[src/hdl/pure_pursuit_path_follower_top_assert.svh]
// Assertion macros for the path follower top level.
`ifndef PURE_PURSUIT_PATH_FOLLOWER_TOP_ASSERT_SVH
`define PURE_PURSUIT_PATH_FOLLOWER_TOP_ASSERT_SVH

// Same-cycle implication, checked on every rising edge outside reset.
`define PPF_ASSERT_IMP(lbl, ante, cons) \
  lbl: assert property (@(posedge clk) disable iff (rst) (ante) |-> (cons)) \
    else $error("path follower check failed");

// Next-cycle implication.
`define PPF_ASSERT_NXT(lbl, ante, cons) \
  lbl: assert property (@(posedge clk) disable iff (rst) (ante) |=> (cons)) \
    else $error("path follower check failed");

`endif

[src/hdl/ppf_pkg.sv]
package ppf_pkg;

  localparam int PATH_DEPTH = 256;
  localparam int IDX_W      = $clog2(PATH_DEPTH);
  localparam int CNT_W      = $clog2(PATH_DEPTH + 1);

  localparam int POS_W   = 24;
  localparam int HEAD_W  = 15;
  localparam int DIFF_W  = POS_W + 1;
  localparam int DIST_W  = 2 * DIFF_W;
  localparam int CFG_W   = 16;
  localparam int CFG_IDX_W = 2;
  localparam int TICK_W  = 8;
  localparam int SPEED_W = 16;
  localparam int RATE_W  = 14;
  localparam int ANG_W   = 18;

  localparam int CORDIC_SHIFT = 16;
  localparam int CX_W         = DIFF_W + CORDIC_SHIFT + 3;
  localparam int CORDIC_STEPS = 13;
  localparam int STEP_W       = $clog2(CORDIC_STEPS);

  localparam int PIPE_LAT = 3;
  localparam int WAIT_W   = 2;

  localparam logic signed [ANG_W-1:0] ANG_PI     = ANG_W'(12868);
  localparam logic signed [ANG_W-1:0] ANG_TWO_PI = ANG_W'(25736);
  localparam logic signed [ANG_W-1:0] ROT_TOL    = ANG_W'(410);
  localparam logic signed [RATE_W-1:0] ROT_RATE  = RATE_W'(4506);

  // Gain of 1.2 as (|err| * 6 + 2) / 5, the division done by reciprocal.
  localparam int VAL_W       = 18;
  localparam int RECIP_W     = 17;
  localparam int RECIP_SHIFT = 19;
  localparam logic [RECIP_W-1:0] RECIP_5 = RECIP_W'(104858);
  localparam int MAG_W       = VAL_W + RECIP_W - RECIP_SHIFT;
  localparam logic [MAG_W-1:0] MAX_RATE = MAG_W'(6144);

  typedef enum logic [CFG_IDX_W-1:0] {
    CFG_GOAL_TOL,
    CFG_CRUISE,
    CFG_LOOKAHEAD,
    CFG_STARTUP
  } cfg_idx_t;

  typedef enum logic [1:0] {
    SCAN_GOAL,
    SCAN_MIN,
    SCAN_LA
  } scan_mode_t;

  typedef enum logic [1:0] {
    OUT_ZERO,
    OUT_GOAL,
    OUT_FOLLOW
  } out_kind_t;

  typedef struct packed {
    logic             mem_we;
    logic             mem_rd;
    logic [IDX_W-1:0] addr;
    logic             pose_load;
    logic             copy_end;
    scan_mode_t       scan_mode;
    logic             scan_clear;
    logic             cordic_start;
    logic             cordic_step;
    logic [STEP_W-1:0] step;
    logic             rate_calc;
    logic             out_load;
    out_kind_t        out_kind;
    logic             out_rev;
  } ppf_cmd_t;

  typedef struct packed {
    logic             goal_hit;
    logic [IDX_W-1:0] closest;
    logic             out_busy;
  } ppf_stat_t;

  function automatic logic signed [ANG_W-1:0] atan_step(input logic [STEP_W-1:0] i);
    logic signed [ANG_W-1:0] r;
    case (i)
      4'd0:    r = ANG_W'(3217);
      4'd1:    r = ANG_W'(1899);
      4'd2:    r = ANG_W'(1003);
      4'd3:    r = ANG_W'(509);
      4'd4:    r = ANG_W'(256);
      4'd5:    r = ANG_W'(128);
      4'd6:    r = ANG_W'(64);
      4'd7:    r = ANG_W'(32);
      4'd8:    r = ANG_W'(16);
      4'd9:    r = ANG_W'(8);
      4'd10:   r = ANG_W'(4);
      4'd11:   r = ANG_W'(2);
      4'd12:   r = ANG_W'(1);
      default: r = '0;
    endcase
    return r;
  endfunction

  // Inputs stay within two turns of the range, so two corrections suffice.
  function automatic logic signed [ANG_W-1:0] wrap_angle(input logic signed [ANG_W-1:0] a);
    logic signed [ANG_W-1:0] r;
    r = a;
    for (int k = 0; k < 2; k++) begin
      if (r > ANG_PI) begin
        r = r - ANG_TWO_PI;
      end else if (r < -ANG_PI) begin
        r = r + ANG_TWO_PI;
      end
    end
    return r;
  endfunction

endpackage

[src/hdl/ppf_ctrl.sv]
module ppf_ctrl (
  input  logic                        clk,
  input  logic                        rst,
  input  logic                        in_valid,
  output logic                        in_ready,
  input  logic                        in_mode,
  input  logic                        in_last,
  input  logic [ppf_pkg::TICK_W-1:0]  startup_ticks,
  output ppf_pkg::ppf_cmd_t           cmd,
  input  ppf_pkg::ppf_stat_t          stat
);

  typedef enum logic [3:0] {
    S_IDLE,
    S_GOAL,
    S_GWAIT,
    S_SCAN1,
    S_MWAIT,
    S_SCAN2,
    S_LWAIT,
    S_CSTART,
    S_CSTEP,
    S_RATE,
    S_OUT
  } state_t;

  state_t                      state;
  logic [ppf_pkg::CNT_W-1:0]   path_count;
  logic                        path_closed;
  logic [ppf_pkg::TICK_W-1:0]  startup_count;
  logic                        goal_flag;
  logic [ppf_pkg::IDX_W-1:0]   idx;
  logic [ppf_pkg::WAIT_W-1:0]  wait_cnt;
  logic [ppf_pkg::STEP_W-1:0]  step;
  ppf_pkg::out_kind_t          out_kind;
  logic                        out_rev;

  logic                        accept;
  logic [ppf_pkg::IDX_W-1:0]   last;

  assign in_ready = (state == S_IDLE);
  assign accept   = in_valid && in_ready;
  assign last     = ppf_pkg::IDX_W'(path_count - 1'b1);

  always_comb begin
    cmd           = '0;
    cmd.addr      = idx;
    cmd.scan_mode = ppf_pkg::SCAN_GOAL;
    cmd.step      = step;
    cmd.out_kind  = out_kind;
    cmd.out_rev   = out_rev;
    unique case (state)
      S_IDLE: begin
        if (accept && !in_mode) begin
          cmd.mem_we   = path_closed || (path_count < ppf_pkg::CNT_W'(ppf_pkg::PATH_DEPTH));
          cmd.addr     = path_closed ? '0 : ppf_pkg::IDX_W'(path_count);
          cmd.copy_end = path_closed;
        end
        cmd.pose_load = accept && in_mode;
      end
      S_GOAL: begin
        cmd.mem_rd = 1'b1;
        cmd.addr   = last;
      end
      S_GWAIT, S_MWAIT: cmd.scan_clear = (wait_cnt == '0);
      S_SCAN1: begin
        cmd.mem_rd    = 1'b1;
        cmd.scan_mode = ppf_pkg::SCAN_MIN;
      end
      S_SCAN2: begin
        cmd.mem_rd    = 1'b1;
        cmd.scan_mode = ppf_pkg::SCAN_LA;
      end
      S_LWAIT:  ;
      S_CSTART: cmd.cordic_start = 1'b1;
      S_CSTEP:  cmd.cordic_step = 1'b1;
      S_RATE:   cmd.rate_calc = 1'b1;
      S_OUT:    cmd.out_load = !stat.out_busy;
      default:  ;
    endcase
  end

  always_ff @(posedge clk) begin
    if (rst) begin
      state         <= S_IDLE;
      path_count    <= '0;
      path_closed   <= 1'b1;
      startup_count <= '0;
      goal_flag     <= 1'b0;
      idx           <= '0;
      wait_cnt      <= '0;
      step          <= '0;
      out_kind      <= ppf_pkg::OUT_ZERO;
      out_rev       <= 1'b0;
    end else begin
      unique case (state)
        S_IDLE: begin
          if (accept && !in_mode) begin
            if (path_closed) begin
              path_count <= ppf_pkg::CNT_W'(1);
            end else if (path_count < ppf_pkg::CNT_W'(ppf_pkg::PATH_DEPTH)) begin
              path_count <= path_count + 1'b1;
            end
            path_closed <= in_last;
          end else if (accept) begin
            priority if (startup_count < startup_ticks) begin
              startup_count <= startup_count + 1'b1;
            end else if (path_count == '0) begin
              out_kind <= ppf_pkg::OUT_ZERO;
              out_rev  <= 1'b0;
              state    <= S_OUT;
            end else begin
              state <= S_GOAL;
            end
          end
        end
        S_GOAL: begin
          wait_cnt <= ppf_pkg::WAIT_W'(ppf_pkg::PIPE_LAT - 1);
          state    <= S_GWAIT;
        end
        S_GWAIT: begin
          if (wait_cnt != '0) begin
            wait_cnt <= wait_cnt - 1'b1;
          end else if (stat.goal_hit) begin
            out_rev   <= !goal_flag;
            goal_flag <= 1'b1;
            out_kind  <= ppf_pkg::OUT_GOAL;
            state     <= S_OUT;
          end else begin
            goal_flag <= 1'b0;
            idx       <= '0;
            state     <= S_SCAN1;
          end
        end
        S_SCAN1: begin
          if (idx == last) begin
            wait_cnt <= ppf_pkg::WAIT_W'(ppf_pkg::PIPE_LAT - 1);
            state    <= S_MWAIT;
          end else begin
            idx <= idx + 1'b1;
          end
        end
        S_MWAIT: begin
          if (wait_cnt != '0) begin
            wait_cnt <= wait_cnt - 1'b1;
          end else begin
            idx   <= stat.closest;
            state <= S_SCAN2;
          end
        end
        S_SCAN2: begin
          if (idx == last) begin
            wait_cnt <= ppf_pkg::WAIT_W'(ppf_pkg::PIPE_LAT - 1);
            state    <= S_LWAIT;
          end else begin
            idx <= idx + 1'b1;
          end
        end
        S_LWAIT: begin
          if (wait_cnt != '0) begin
            wait_cnt <= wait_cnt - 1'b1;
          end else begin
            state <= S_CSTART;
          end
        end
        S_CSTART: begin
          step  <= '0;
          state <= S_CSTEP;
        end
        S_CSTEP: begin
          if (step == ppf_pkg::STEP_W'(ppf_pkg::CORDIC_STEPS - 1)) begin
            state <= S_RATE;
          end else begin
            step <= step + 1'b1;
          end
        end
        S_RATE: begin
          out_kind <= ppf_pkg::OUT_FOLLOW;
          out_rev  <= 1'b0;
          state    <= S_OUT;
        end
        S_OUT: begin
          if (!stat.out_busy) begin
            state <= S_IDLE;
          end
        end
        default: state <= S_IDLE;
      endcase
    end
  end

endmodule
[config.mk]
export PLATFORM = sky130hd
export DESIGN_NAME = ppf_ctrl
export DESIGN_NICKNAME = d
export VERILOG_FILES = /design/src/hdl/pure_pursuit_path_follower_top_assert.svh /design/src/hdl/ppf_pkg.sv /design/src/hdl/ppf_ctrl.sv
export SDC_FILE = /design/constraint.sdc
export NUM_CORES = 1
export LEC_CHECK = 0
export CORE_ASPECT_RATIO = 1.75
export CORE_MARGIN = 5
export CORE_UTILIZATION = 60
export CTS_CLUSTER_DIAMETER = 200
export DETAILED_ROUTE_END_ITERATION = 12
export DONT_BUFFER_PORTS = 1
export GPL_TIMING_DRIVEN = 0
export PLACE_DENSITY = 0.77
export SLEW_MARGIN = 20
export SYNTH_ARGS = -nofsm -noshare
export SYNTH_HDL_FRONTEND = slang
export SYNTH_SLANG_ARGS = --single-unit
[constraint.sdc]
create_clock -name clk -period 6.9 [get_ports clk]
set_input_delay 0.69 -clock clk [delete_from_list [all_inputs] [get_ports clk]]
set_output_delay 0.69 -clock clk [all_outputs]
set_load 0.01 [all_outputs]
==> key figures <==
Run status
  – Status: finished clean

STA
  – Worst-Margin Slew: between 0.7 and 0.8 ns
  – Max-slew violation count: 0
  – Final Hold Fails: 0
  – Slew margin rel.: between 50% and 60%
  – Post-layout minimum cycle time: roughly 3.1 ns
  – Period utilization: a little under half
  – Setup violators final: 0
  – Fmax achieved: ~0.32 GHz
  – Max Clock Skew: roughly 0.0079 ns
  – Setup total negative slack: 0 ns
  – RSZ-0062 raised after global routing: false

Floorplan
  – Core area: 4707 um^2
  – Row count: 33
  – Total I/O pin count: 50
  – DIE HEIGHT: between 100 and 150 um
  – Die area: ~6400 um^2
  – Starting Density: 62.33%
  – Die width: 62.86 um

CTS
  – Post-CTS Setup Inserts: 0
  – H-Tree Depth: 2
  – Clock latency on the worst-skew pair: roughly 0.30 ns
  – TritonCTS clock tree: done
  – Number of CTS-inserted buffers: 5
  – Resize count post-CTS: 0
  – Max clock buf depth: 2
  – Worst-path clk slew: ~0.090 ns
  – CTS Root Cell: clkbuf_8
  – Clock Sinks: 40
  – Hold_buf cts: 0

Critical path
  – CP Launch Type: flip-flop
  – CP Max Fanout: 10
  – Critical path class: reg -> out
  – Critical Path RT: ~6.2 ns
  – Worst Path Arrival: between 2 and 2.5 ns
  – CP endpoint kind: primary output

Synthesis
  – Top-count cell post-synth: dfxtp_1
  – Register area share after synthesis: a little over a quarter
  – Netlist cell types: 63
  – Synth Instances: about 380
  – Post-synth EDFFs: 0
  – Async set-or-reset flop fraction in the synthesized netlist: 0%
  – Yosys top cell by area: dfxtp_1
  – Mapped Nets: 419
  – Syn avg cell area: just under 8 um^2
  – Top-area cell type share of the netlist area: a little over a quarter
  – Synth top cells by count: dfxtp_1, nor2_1, nand2_1
  – FF+latch count, synth: 40
  – Synth area leaders: dfxtp_1, ha_1, a21oi_1
  – Mapped Area: ~3000 um^2
  – Synth Flop Type: dfxtp_1
  – Ys Warns: 0

GRT
  – Initial antenna violation count: 0
  – GRT Util Overall: around a quarter
  – Largest net degree at the start of global routing: 14
  – First-pass GRT wire length: about 12 mm
  – Remaining Overflow, GRT: 0
  – Vias in the first global route: 2,749

Layout
  – Non-Filler Instances: approximately 440
  – Diode count: 0
  – Fillers: 438
  – Fin nets: between 400 and 500
  – Area taken by multi-input logic gates: between 1500 and 2000 um^2
  – Seq. cell area: around 800 um^2
  – Synthesis-to-finish area growth: 5.203%
  – Layout Utilization: around two thirds
  – Share of cells above drive strength 1: 9.487%

Place
  – IO buf count: 0
  – DP Cell Count: between 400 and 500
  – GP Congestion: around 0.91
  – DP Wirelength: 5.731 mm

Routing
  – Drt pass-1 iters: 5
  – DR iter-0 viols: approximately 140
  – Vias post-DR: about 2.8k
  – Vias per cell: between 6 and 7
  – WL final: around 7.5 mm
  – Final ANT Viol Nets: 0
  – Remaining DRCs: 0
  – Wire length per cell: roughly 17 um

Pwr
  – Pwr dens: 140.0 nW/um^2
  – Peak supply drop: about 0.16 mV
  – Leakage: 1.148 nW

Min path
  – Worst hold path type: reg -> reg

Job
  – Max-cap violations: 0
## kinds of logic (layout without fill, tap and decap cells)
group           count (synthesis)  in the layout  share of synthesized area [%]
compound gates                103            103                          23.54
xor+xnor                       26             26                          7.761
fa+ha+maj                      14             14                          5.970
buf+inv                        49             57                          7.164
flops                          40             40                          27.29
mux                             2              2                         0.6823
simple gates                  148            148                          27.59
## cells in the final DEF (no fill, tap or decap), drive strengths merged, types with 3 or more instances in the layout
cell | synthesis | routed
dfxtp | 40 | 40
nor2 | 35 | 35
nand2 | 31 | 31
a21oi | 28 | 28
o21ai | 27 | 27
inv | 26 | 26
clkbuf | 12 | 17
nor3 | 16 | 16
xor2 | 14 | 14
ha | 14 | 14
nand3 | 12 | 12
xnor2 | 12 | 12
buf | 11 | 11
nand4 | 9 | 9
or3 | 8 | 8
and3 | 8 | 8
a211oi | 7 | 7
o31ai | 6 | 6
a221o | 5 | 5
nor4 | 5 | 5
nand2b | 4 | 4
nor2b | 4 | 4
o21a | 4 | 4
nor3b | 4 | 4
a22oi | 3 | 3
or2 | 3 | 3
a32oi | 3 | 3
clkinv | 0 | 3
## registers in the layout, summed over array words and instances, names as in the netlist
signal / flops
path_count: 9
out_kind: 2
startup_count: 8
state: 4
out_rev: 1
step: 4
idx: 8
wait_cnt: 2
path_closed: 1
goal_flag: 1
## critical path, cell delays in order, from the launching register on
cell and delay, ns:
dfxtp_1 0.31, buf_2 0.19, nor4_4 0.53, and3_1 0.34, o21ai_1 0.24, a221o_2 0.52
## through the flow
step	cell area [um^2]	setup slack (ns)	hold slack [ns]	total power [mW]
after floorplan	2934	4.095	0.4313	0.2686
after global placement	2999	3.801	0.4424	0.2761
after global routing	3087	3.635	0.5011	0.4505
after CTS	3087	3.760	0.4683	0.4353
final	3087	3.777	0.4795	0.4321
after detailed placement	2999	3.744	0.4560	0.2767
## path summary, 6_finish.rpt
check,slack (ns),start,depth (start not counted),to
setup / recovery,3.78,state[2]$_SDFFE_PP0P_,5,cmd[18]
hold / removal,0.48,out_rev$_SDFFE_PP0P_,2,out_rev$_SDFFE_PP0P_
setup reg to reg,3.91,path_count[0]$_SDFFE_PP0P_,9,idx[4]$_SDFFE_PP0P_
hold reg to reg,0.48,out_rev$_SDFFE_PP0P_,2,out_rev$_SDFFE_PP0P_
## metal layers
metal	track usage (%)	vias to the layer above	wire length, um
li1	-	1397	-
met1	24.73	1346	2908
met2	43.24	84	4023
met3	4.035	20	360
met4	12.25	0	221
met5	0	-	0
## cell type report
cell class | instances | area share, %
multi-input combinational | 293 | 62.30
tap | 52 | 2.108
inverter | 26 | 3.162
clock buffer | 5 | 2.229
clock inverter | 3 | 0.6080
sequential | 40 | 25.94
buffer | 23 | 3.648
## power by group
part,switching (mW),internal (mW)
registers,0.00213,0.232
logic,0.0232,0.0135
clock network,0.0903,0.0706
total,0.116,0.316
(Power assumes the default switching activity.)
